--- src/pft_pkg.sv ---
// ----------------------------------------------------------------------------
// pft_pkg
// shared types, constants and tables of the planar frame transform unit
// ----------------------------------------------------------------------------
package pft_pkg;

  // default binary angle width, 2^ANGLE_BITS is one full turn
  localparam int ANGLE_BITS_DEF = 16;

  // cordic rotator, q2.30 gain compensated start value
  localparam int CORDIC_STAGES = 30;
  localparam logic signed [32:0] CORDIC_GAIN = 33'sd652032874;

  // atan(2^-i) in 2^32 units per turn
  localparam logic [29:0] ATAN_LUT [CORDIC_STAGES] = '{
    30'd536870912, 30'd316933406, 30'd167458907, 30'd85004756, 30'd42667331,
    30'd21354465, 30'd10679838, 30'd5340245, 30'd2670163, 30'd1335087,
    30'd667544, 30'd333772, 30'd166886, 30'd83443, 30'd41722,
    30'd20861, 30'd10430, 30'd5215, 30'd2608, 30'd1304,
    30'd652, 30'd326, 30'd163, 30'd81, 30'd41,
    30'd20, 30'd10, 30'd5, 30'd3, 30'd1
  };

  // configuration register map, word index
  typedef enum logic [1:0] {
    REG_ORIGIN_X    = 2'd0,
    REG_ORIGIN_Y    = 2'd1,
    REG_FRAME_ANGLE = 2'd2
  } pft_reg_t;

  // direction selector of an input word
  localparam logic CMD_LOCAL_TO_WORLD = 1'b0;
  localparam logic CMD_WORLD_TO_LOCAL = 1'b1;

  // sine/cosine sequencer states
  typedef enum logic [1:0] {
    ST_IDLE,
    ST_LOAD,
    ST_ROT,
    ST_MAP
  } pft_sc_state_t;

  // sine/cosine of the frame angle and busy status
  typedef struct packed {
    logic signed [31:0] cos_q30;
    logic signed [31:0] sin_q30;
    logic               busy;
  } pft_trig_t;

endpackage

--- src/pft_sincos.sv ---
// ----------------------------------------------------------------------------
// pft_sincos
// iterative cordic, one micro-rotation per cycle, gives cos and sin in q2.30
// ----------------------------------------------------------------------------
module pft_sincos
  import pft_pkg::*;
#(
  parameter int ANGLE_BITS = ANGLE_BITS_DEF
) (
  input  logic                  clk,
  input  logic                  rst_n,
  input  logic                  start,
  input  logic [ANGLE_BITS-1:0] angle,
  output pft_trig_t             trig
);

  localparam logic [4:0] LAST_IDX = 5'(CORDIC_STAGES - 1);

  pft_sc_state_t      state_r, state_nxt;
  logic [4:0]         idx_r;
  logic [1:0]         quad_r;
  logic signed [32:0] x_r, y_r, z_r;
  logic signed [32:0] xs, ys, atan_s;
  logic signed [31:0] cos_r, sin_r;
  logic [31:0]        ang32;

  // next state
  always_comb begin
    state_nxt = state_r;
    case (state_r)
      ST_IDLE: state_nxt = ST_IDLE;
      ST_LOAD: state_nxt = ST_ROT;
      ST_ROT:  if (idx_r == LAST_IDX) state_nxt = ST_MAP;
      ST_MAP:  state_nxt = ST_IDLE;
      default: state_nxt = ST_IDLE;
    endcase
    if (start) state_nxt = ST_LOAD;
  end

  // outputs
  always_comb begin
    trig.busy    = (state_r != ST_IDLE);
    trig.cos_q30 = cos_r;
    trig.sin_q30 = sin_r;
  end

  // angle widened to 32 bits per turn, floor shifts of the rotation
  always_comb begin
    ang32  = {angle, {(32 - ANGLE_BITS){1'b0}}};
    xs     = x_r >>> idx_r;
    ys     = y_r >>> idx_r;
    atan_s = $signed({3'b000, ATAN_LUT[idx_r]});
  end

  always_ff @(posedge clk) begin
    if (!rst_n) begin
      state_r <= ST_LOAD;
      idx_r   <= '0;
    end else begin
      state_r <= state_nxt;
      case (state_r)
        ST_LOAD: idx_r <= '0;
        ST_ROT:  idx_r <= idx_r + 5'd1;
        default: idx_r <= idx_r;
      endcase
    end
  end

  always_ff @(posedge clk) begin
    case (state_r)
      ST_LOAD: begin
        quad_r <= ang32[31:30];
        z_r    <= $signed({3'b000, ang32[29:0]});
        x_r    <= CORDIC_GAIN;
        y_r    <= '0;
      end
      ST_ROT: begin
        if (!z_r[32]) begin
          x_r <= x_r - ys;
          y_r <= y_r + xs;
          z_r <= z_r - atan_s;
        end else begin
          x_r <= x_r + ys;
          y_r <= y_r - xs;
          z_r <= z_r + atan_s;
        end
      end
      ST_MAP: begin
        case (quad_r)
          2'd0: begin
            cos_r <= 32'(x_r);
            sin_r <= 32'(y_r);
          end
          2'd1: begin
            cos_r <= 32'(-y_r);
            sin_r <= 32'(x_r);
          end
          2'd2: begin
            cos_r <= 32'(-x_r);
            sin_r <= 32'(-y_r);
          end
          default: begin
            cos_r <= 32'(y_r);
            sin_r <= 32'(-x_r);
          end
        endcase
      end
      default: begin
        cos_r <= cos_r;
      end
    endcase
  end

endmodule

--- config.mk ---
export PLATFORM = sky130hd
export DESIGN_NAME = pft_sincos
export DESIGN_NICKNAME = d
export VERILOG_FILES = /design/src/pft_pkg.sv /design/src/pft_sincos.sv
export SDC_FILE = /design/constraint.sdc
export NUM_CORES = 1
export LEC_CHECK = 0
export BUFFER_PORTS_ARGS = -buffer_cell sky130_fd_sc_hd__buf_4
export CAP_MARGIN = 20
export CORE_MARGIN = 2
export CORE_UTILIZATION = 30
export CTS_CLUSTER_DIAMETER = 150
export CTS_CLUSTER_SIZE = 40
export DETAILED_ROUTE_END_ITERATION = 8
export GPL_TIMING_DRIVEN = 1
export MAX_ROUTING_LAYER = met4
export PLACE_DENSITY = 0.55
export SLEW_MARGIN = 20
export SYNTH_ARGS = -nofsm -noshare
export SYNTH_HDL_FRONTEND = slang
export SYNTH_SLANG_ARGS = --single-unit
--- constraint.sdc ---
create_clock -name clk -period 11.9 [get_ports clk]
set_clock_uncertainty 0.05 [all_clocks]
set_input_delay 0.595 -clock clk [delete_from_list [all_inputs] [get_ports clk]]
set_output_delay 0.595 -clock clk [all_outputs]
set_load 0.005 [all_outputs]
==> metrics.txt, run 1 <==
Die H=272 um; Worst Reg-to-Reg Cells=21; area leader, netlist=edfxtp_1; r2r startpoint=idx_r[1]; CP arrival=7.74 ns; GRT Util Overall=19.6%; DPL Wire Length=52,600 um; # placed instances=3,271; Hold Crit Endpoint=state_r[1]; Die ar.=73,800 um^2; Hold Startpoint=start; Slew headroom=30.8%; Root Driver=clkbuf_16; final count of negative-setup-slack endpoints=0; vias in the first global route=18,600; chip width=272 um; P per Cell Area=111 nW/um^2; Reg2Reg Setup Slack=4.38 ns; Avg Cell Area, Syn=8.91 um^2; Ports=84; post-synth cell types=102; Hold Violations, Final=0; TritonCTS clock tree=built; fin nets=2,477; Setup Buffers After CTS=0; Max Root-Sink Buffers=2; commonest register cell after synthesis=edfxtp_1; Pleak=8.54 nW; setup_tns=0 ns; largest family of logic cells by synthesized area=compound AO/OA/AOI/OAI gates; number of buffers created by CTS=17; DR DRC count=0; setup ws final=4.38 ns; Worst Hold Depth=2; CP max-delay cell=dfxtp_4; Routed WL=71,400 um; Worst-path clk slew=0.08 ns; fmax=133 MHz; unrepaired setup endpoints after global routing=no; clk_lat worst skew=0.51 ns; Syn Inst Count=2,413; post-CTS sizing=0; CP max FO=65; Max-cap violations=0; Initial Utilization=30.2%; post-synthesis sequential area ratio=23.7%; Vias/cell=5.81; Hold-fix buffers, CTS=0; routed len/inst=21.6 um; P&R area growth vs syn=7.43%; Adder-Cell Fraction of Synth Area=6.97%; critical path class=reg -> reg; gpl congestion=0.947; H-tree levels=4; synth warn=0; via count=19,200; core area=71,200 um^2; EDFF count, synth=165; initial antenna violation count=1; GRT overflow=0; outcome=finished clean; total design power=2.57 mW; worst slack, placed=4.39 ns; r2r endpoint=x_r[32]; synthesized area=21,500 um^2; Worst Path Required=12.12 ns; Worst VDD drop=0.106 mV; Seq cells post-synth=172; first-pass GRT wire length=110,000 um; post-synthesis compound-gate area fraction=21.2%; Post-synth top cells=222 x nand2_1, 195 x a21oi_1, 188 x nor2_1; post-route ant nets=0; pin count of the biggest net entering global routing=98; Final Max Tran Viols=0; worst slew pin tran=1.04 ns; XOR/XNOR share of the synthesized area=7.33%; asr flop ratio synth=0%; Hold WS=0.215 ns; clock sinks=172; final cell count without fillers=3,303; first-pass iteration count of the detailed router=5; crit path time final=7.52 ns; fin crit share=63.2%; Cell Chain, Critical Path=buf_4 -> mux4_1 -> mux2_4 -> a221oi_2 -> nand3_1 -> or3_4 -> and3b_2 -> a31oi_1 -> xor2_1 -> ha_1 -> a21o_1 -> a21o_1 -> a21oi_1 -> o22a_1 -> nand3_1 -> a21oi_1 -> o21ai_0 -> a41oi_1 -> o21ai_0 -> xnor2_1 -> and2_1; syn_nets=2,550; input/output buffers=83; post-synthesis simple-gate area fraction=17.6%; FP Rows=98; Iter 0 DRT Violations=1,675; max incr delay on CP=0.84 ns; nature of the critical path endpoint=register; share of cells above drive strength 1=13.9%; Antenna Cells=0; startpoint types=register; mux cell area share after synthesis=17.6%; dominant cells by area after synthesis=edfxtp_1 23%, mux4_2 8.4%, ha_1 6.7%; Hold WC Path Type=in -> reg; top-area cell type share of the netlist area=23.1%; count leader, synth=nand2_1
metal layers:
metal / vias to the layer above / routed length [um] / track usage (%)
li1: 8961 / - / -
met1: 9361 / 31100 / 25.0
met2: 742 / 33100 / 30.8
met3: 140 / 4510 / 2.94
met4: 0 / 2640 / 8.26
met5: - / 0 / -
power breakdown:
part           internal (mW)  switching, mW  total, mW
logic                  0.506          0.630       1.14
clock network          0.296          0.284      0.580
registers              0.733          0.119      0.851
total                   1.53           1.03       2.57
how the worst max path moves through the flow:
stage / start / cells past startpoint / end / slack, ns
2_1_floorplan: idx_r[0] / 30 / z_r[31] / 5.36
3_3_place_gp: idx_r[1] / 20 / x_r[29] / 4.54
3_5_place_dp: idx_r[1] / 22 / y_r[31] / 4.39
4_1_cts: idx_r[1] / 22 / y_r[31] / 4.36
5_1_grt: idx_r[1] / 22 / y_r[31] / 3.89
6_report: idx_r[1] / 21 / x_r[32] / 4.38
area by class of cell:
| cell class | count | area (um^2) |
|---|---|---|
| flip-flops and latches | 172 | 5110 |
| repair buffers | 106 | 796 |
| multi-input cells | 1994 | 15200 |
| clock inverters | 15 | 156 |
| well taps | 950 | 1190 |
| fillers | 7398 | 48100 |
| clock buffers | 17 | 425 |
| inverters | 49 | 185 |
metrics by stage:
step | utilization, % | instance area [um^2]
after CTS | 32.4 | 23100
after detailed placement | 31.6 | 22500
after global routing | 32.4 | 23100
after floorplan | - | 21500
after global placement | 31.6 | 22500
final | 32.4 | 23100
registers in the layout, summed over array words and instances, names as in the netlist:
name,flops
quad_r,2
z_r,33
idx_r,5
x_r,33
cos_r,32
sin_r,32
state_r,2
y_r,33
critical path: cells and delay by family (launching register included):
| kind | cells | cell delay [ns] |
|---|---|---|
| adder cells (fa/ha/maj) | 1 | 0.30 |
| AO/OA/AOI/OAI | 10 | 2.67 |
| multiplexers | 2 | 1.05 |
| AND/OR/NAND/NOR | 5 | 1.15 |
| flip-flops | 1 | 0.84 |
| buffers and inverters | 1 | 0.81 |
| XOR/XNOR | 2 | 0.39 |
cell usage in the layout (no fill, tap or decap), types with 54 or more instances in the layout:
| cell | n |
|---|---|
| a21oi_1 | 195 |
| and2_1 | 74 |
| buf_4 | 106 |
| edfxtp_1 | 165 |
| ha_1 | 112 |
| mux2i_1 | 77 |
| mux4_2 | 80 |
| nand2_1 | 222 |
| nor2_1 | 188 |
| nor3_1 | 54 |
| o21ai_0 | 138 |
| xnor2_1 | 111 |
| xor2_1 | 69 |
kinds of logic after synthesis:
logic type | Yosys count
xor+xnor | 180
simple gates | 766
compound gates | 699
flops | 172
fa+ha+maj | 118
buf+inv | 247
mux | 231
Note: power is estimated with default switching activity, not from simulation.
==> inputs of run 2 (changes only) <==
==> constraint.sdc (replaced) <==
create_clock -name clk -period 7.3 [get_ports clk]
set_clock_uncertainty 0.05 [all_clocks]
set_input_delay 0.365 -clock clk [delete_from_list [all_inputs] [get_ports clk]]
set_output_delay 0.365 -clock clk [all_outputs]
set_load 0.005 [all_outputs]
==> metrics.txt, run 2 (synthesis results as in run 1) <==
H-tree levels=4; Hold-fix buffers, CTS=3; pin count of the biggest net entering global routing=104; DPL Wire Length=55,500 um; most common cell after layout, fill and taps aside=nand2_1; internal power=2.48 mW; startpoint types=register; Largest regs=x_r x33, y_r x33, z_r x33; GRT overflow=0; Worst Reg-to-Reg Cells=25; DR DRC count=0; Slew headroom=24.2%; outcome=finished clean; P per Cell Area=179 nW/um^2; TritonCTS clock tree=built; Worst VDD drop=0.166 mV; via count=19,400; unrepaired setup endpoints after global routing=no; post-CTS sizing=0; clk_lat worst skew=0.51 ns; worst slew pin tran=1.13 ns; Final Max Tran Viols=0; final count of negative-setup-slack endpoints=0; routed len/inst=22.1 um; Setup Buffers After CTS=0; fin nets=2,521; nature of the critical path endpoint=register; setup_tns=0 ns; Iter 0 DRT Violations=1,624; Filler Cells Inserted=7,402; Setup crit end=y_r[31]; fmax=145 MHz; chip width=272 um; sequential share of power=32.3%; CP max FO=25; leading cell types in the layout, fill and taps excluded=222 x nand2_1, 195 x a21oi_1, 188 x nor2_1, 165 x edfxtp_1, 143 x buf_4; Crit. Startpoint=idx_r[1]; Vias/cell=5.79; Psw=1.71 mW; vias in the first global route=18,900; Gate power share=45.5%; Sw Share=40.8%; number of buffers created by CTS=17; P&R area growth vs syn=9.12%; Reg2Reg Setup Slack=0.43 ns; Worst Path Required=7.51 ns; r2r startpoint=idx_r[1]; post-route ant nets=0; Hold Violations, Final=0; Clk pwr share=22.2%; fin crit share=94.2%; Die H=272 um; gpl congestion=0.937; Pleak=8.74 nW; final cell count without fillers=3,348; first-pass iteration count of the detailed router=5; Ports=84; core area=71,200 um^2; FP Rows=98; Routed WL=73,900 um; initial antenna violation count=1; Worst-path clk slew=0.08 ns; Die ar.=73,800 um^2; CP arrival=7.09 ns; GRT Util Overall=20.3%; max incr delay on CP=0.62 ns; r2r endpoint=y_r[31]; Max-cap violations=0; # placed instances=3,312; Root Driver=clkbuf_16; CP max-delay cell=mux4_1; critical path class=reg -> reg; crit path time final=6.87 ns; Max Root-Sink Buffers=2; share of cells above drive strength 1=15.4%; Initial Utilization=30.2%; clock sinks=172; first-pass GRT wire length=113,000 um; input/output buffers=83; Hold WC Path Type=in -> reg
## run 2: cell count changes in the layout (fill, tap and decap cells not counted), sizes merged, moves of 2 or more
cell,change
clkinv,-2
dlygate4sd3,+3
clkinvlp,+3
buf,+41
## run 2: final cells by class
type / instances / area (um^2) / share of cell area (%)
multi-input cells: 1994 / 15200 / 64.9
flip-flops and latches: 172 / 5110 / 21.8
well taps: 950 / 1190 / 5.07
repair buffers: 150 / 1180 / 5.05
clock buffers: 18 / 429 / 1.83
inverters: 49 / 185 / 0.790
clock inverters: 14 / 128 / 0.544
diodes: 1 / 2.50 / 0.0107
## run 2: critical path: cells and delay by family, from the launching register on
| kind | cells | cell delay [ns] |
|---|---|---|
| AO/OA/AOI/OAI | 9 | 2.07 |
| multiplexers | 4 | 1.39 |
| AND/OR/NAND/NOR | 6 | 1.03 |
| buffers and inverters | 3 | 0.66 |
| adder cells (fa/ha/maj) | 2 | 0.65 |
| flip-flops | 1 | 0.57 |
| XOR/XNOR | 1 | 0.16 |
## run 2: metal layers
metal	global-route usage [%]	vias to the layer above	part of all wire (%)	routed length, um
met5	-	-	0	0
met4	7.52	0	3.2	2380
met3	3.39	126	6.3	4640
met2	32.2	771	47	34500
met1	25.8	9445	44	32400
li1	-	9047	-	-
## run 2: per-stage QoR
step                      hold slack (ns)  total power [mW]  area, um^2  setup WS, ns  util (%)
after global routing               0.0649              4.46       23500        0.0669      32.9
final                              0.0649              4.20       23500         0.427      32.9
after detailed placement            0.498              3.25       22900         0.570      32.1
after global placement              0.497              3.23       22900         0.553      32.1
after floorplan                     0.391              2.76       21500         0.763         -
after CTS                          0.0338              4.21       23500         0.540      32.9
## run 2: power groups by stage
| stage | clock, mW | sequential, mW | combinational, mW |
|---|---|---|---|
| finish | 0.931 | 1.35 | 1.91 |
| global route | 0.990 | 1.36 | 2.11 |
| CTS | 0.962 | 1.35 | 1.90 |
| detailed placement | 0 | 1.37 | 1.89 |
| global placement | 0 | 1.36 | 1.86 |
| floorplan | 0 | 1.27 | 1.49 |
## run 2: worst min path at each step
stage          slack [ns]  cells past startpoint          to       from
5_1_grt              0.06                      2  state_r[0]      rst_n
4_1_cts              0.03                      2  state_r[0]      rst_n
6_report             0.06                      2  state_r[0]      rst_n
2_1_floorplan        0.39                      1  state_r[1]      start
3_3_place_gp         0.50                      1   quad_r[1]  angle[15]
3_5_place_dp         0.50                      1   quad_r[1]  angle[15]
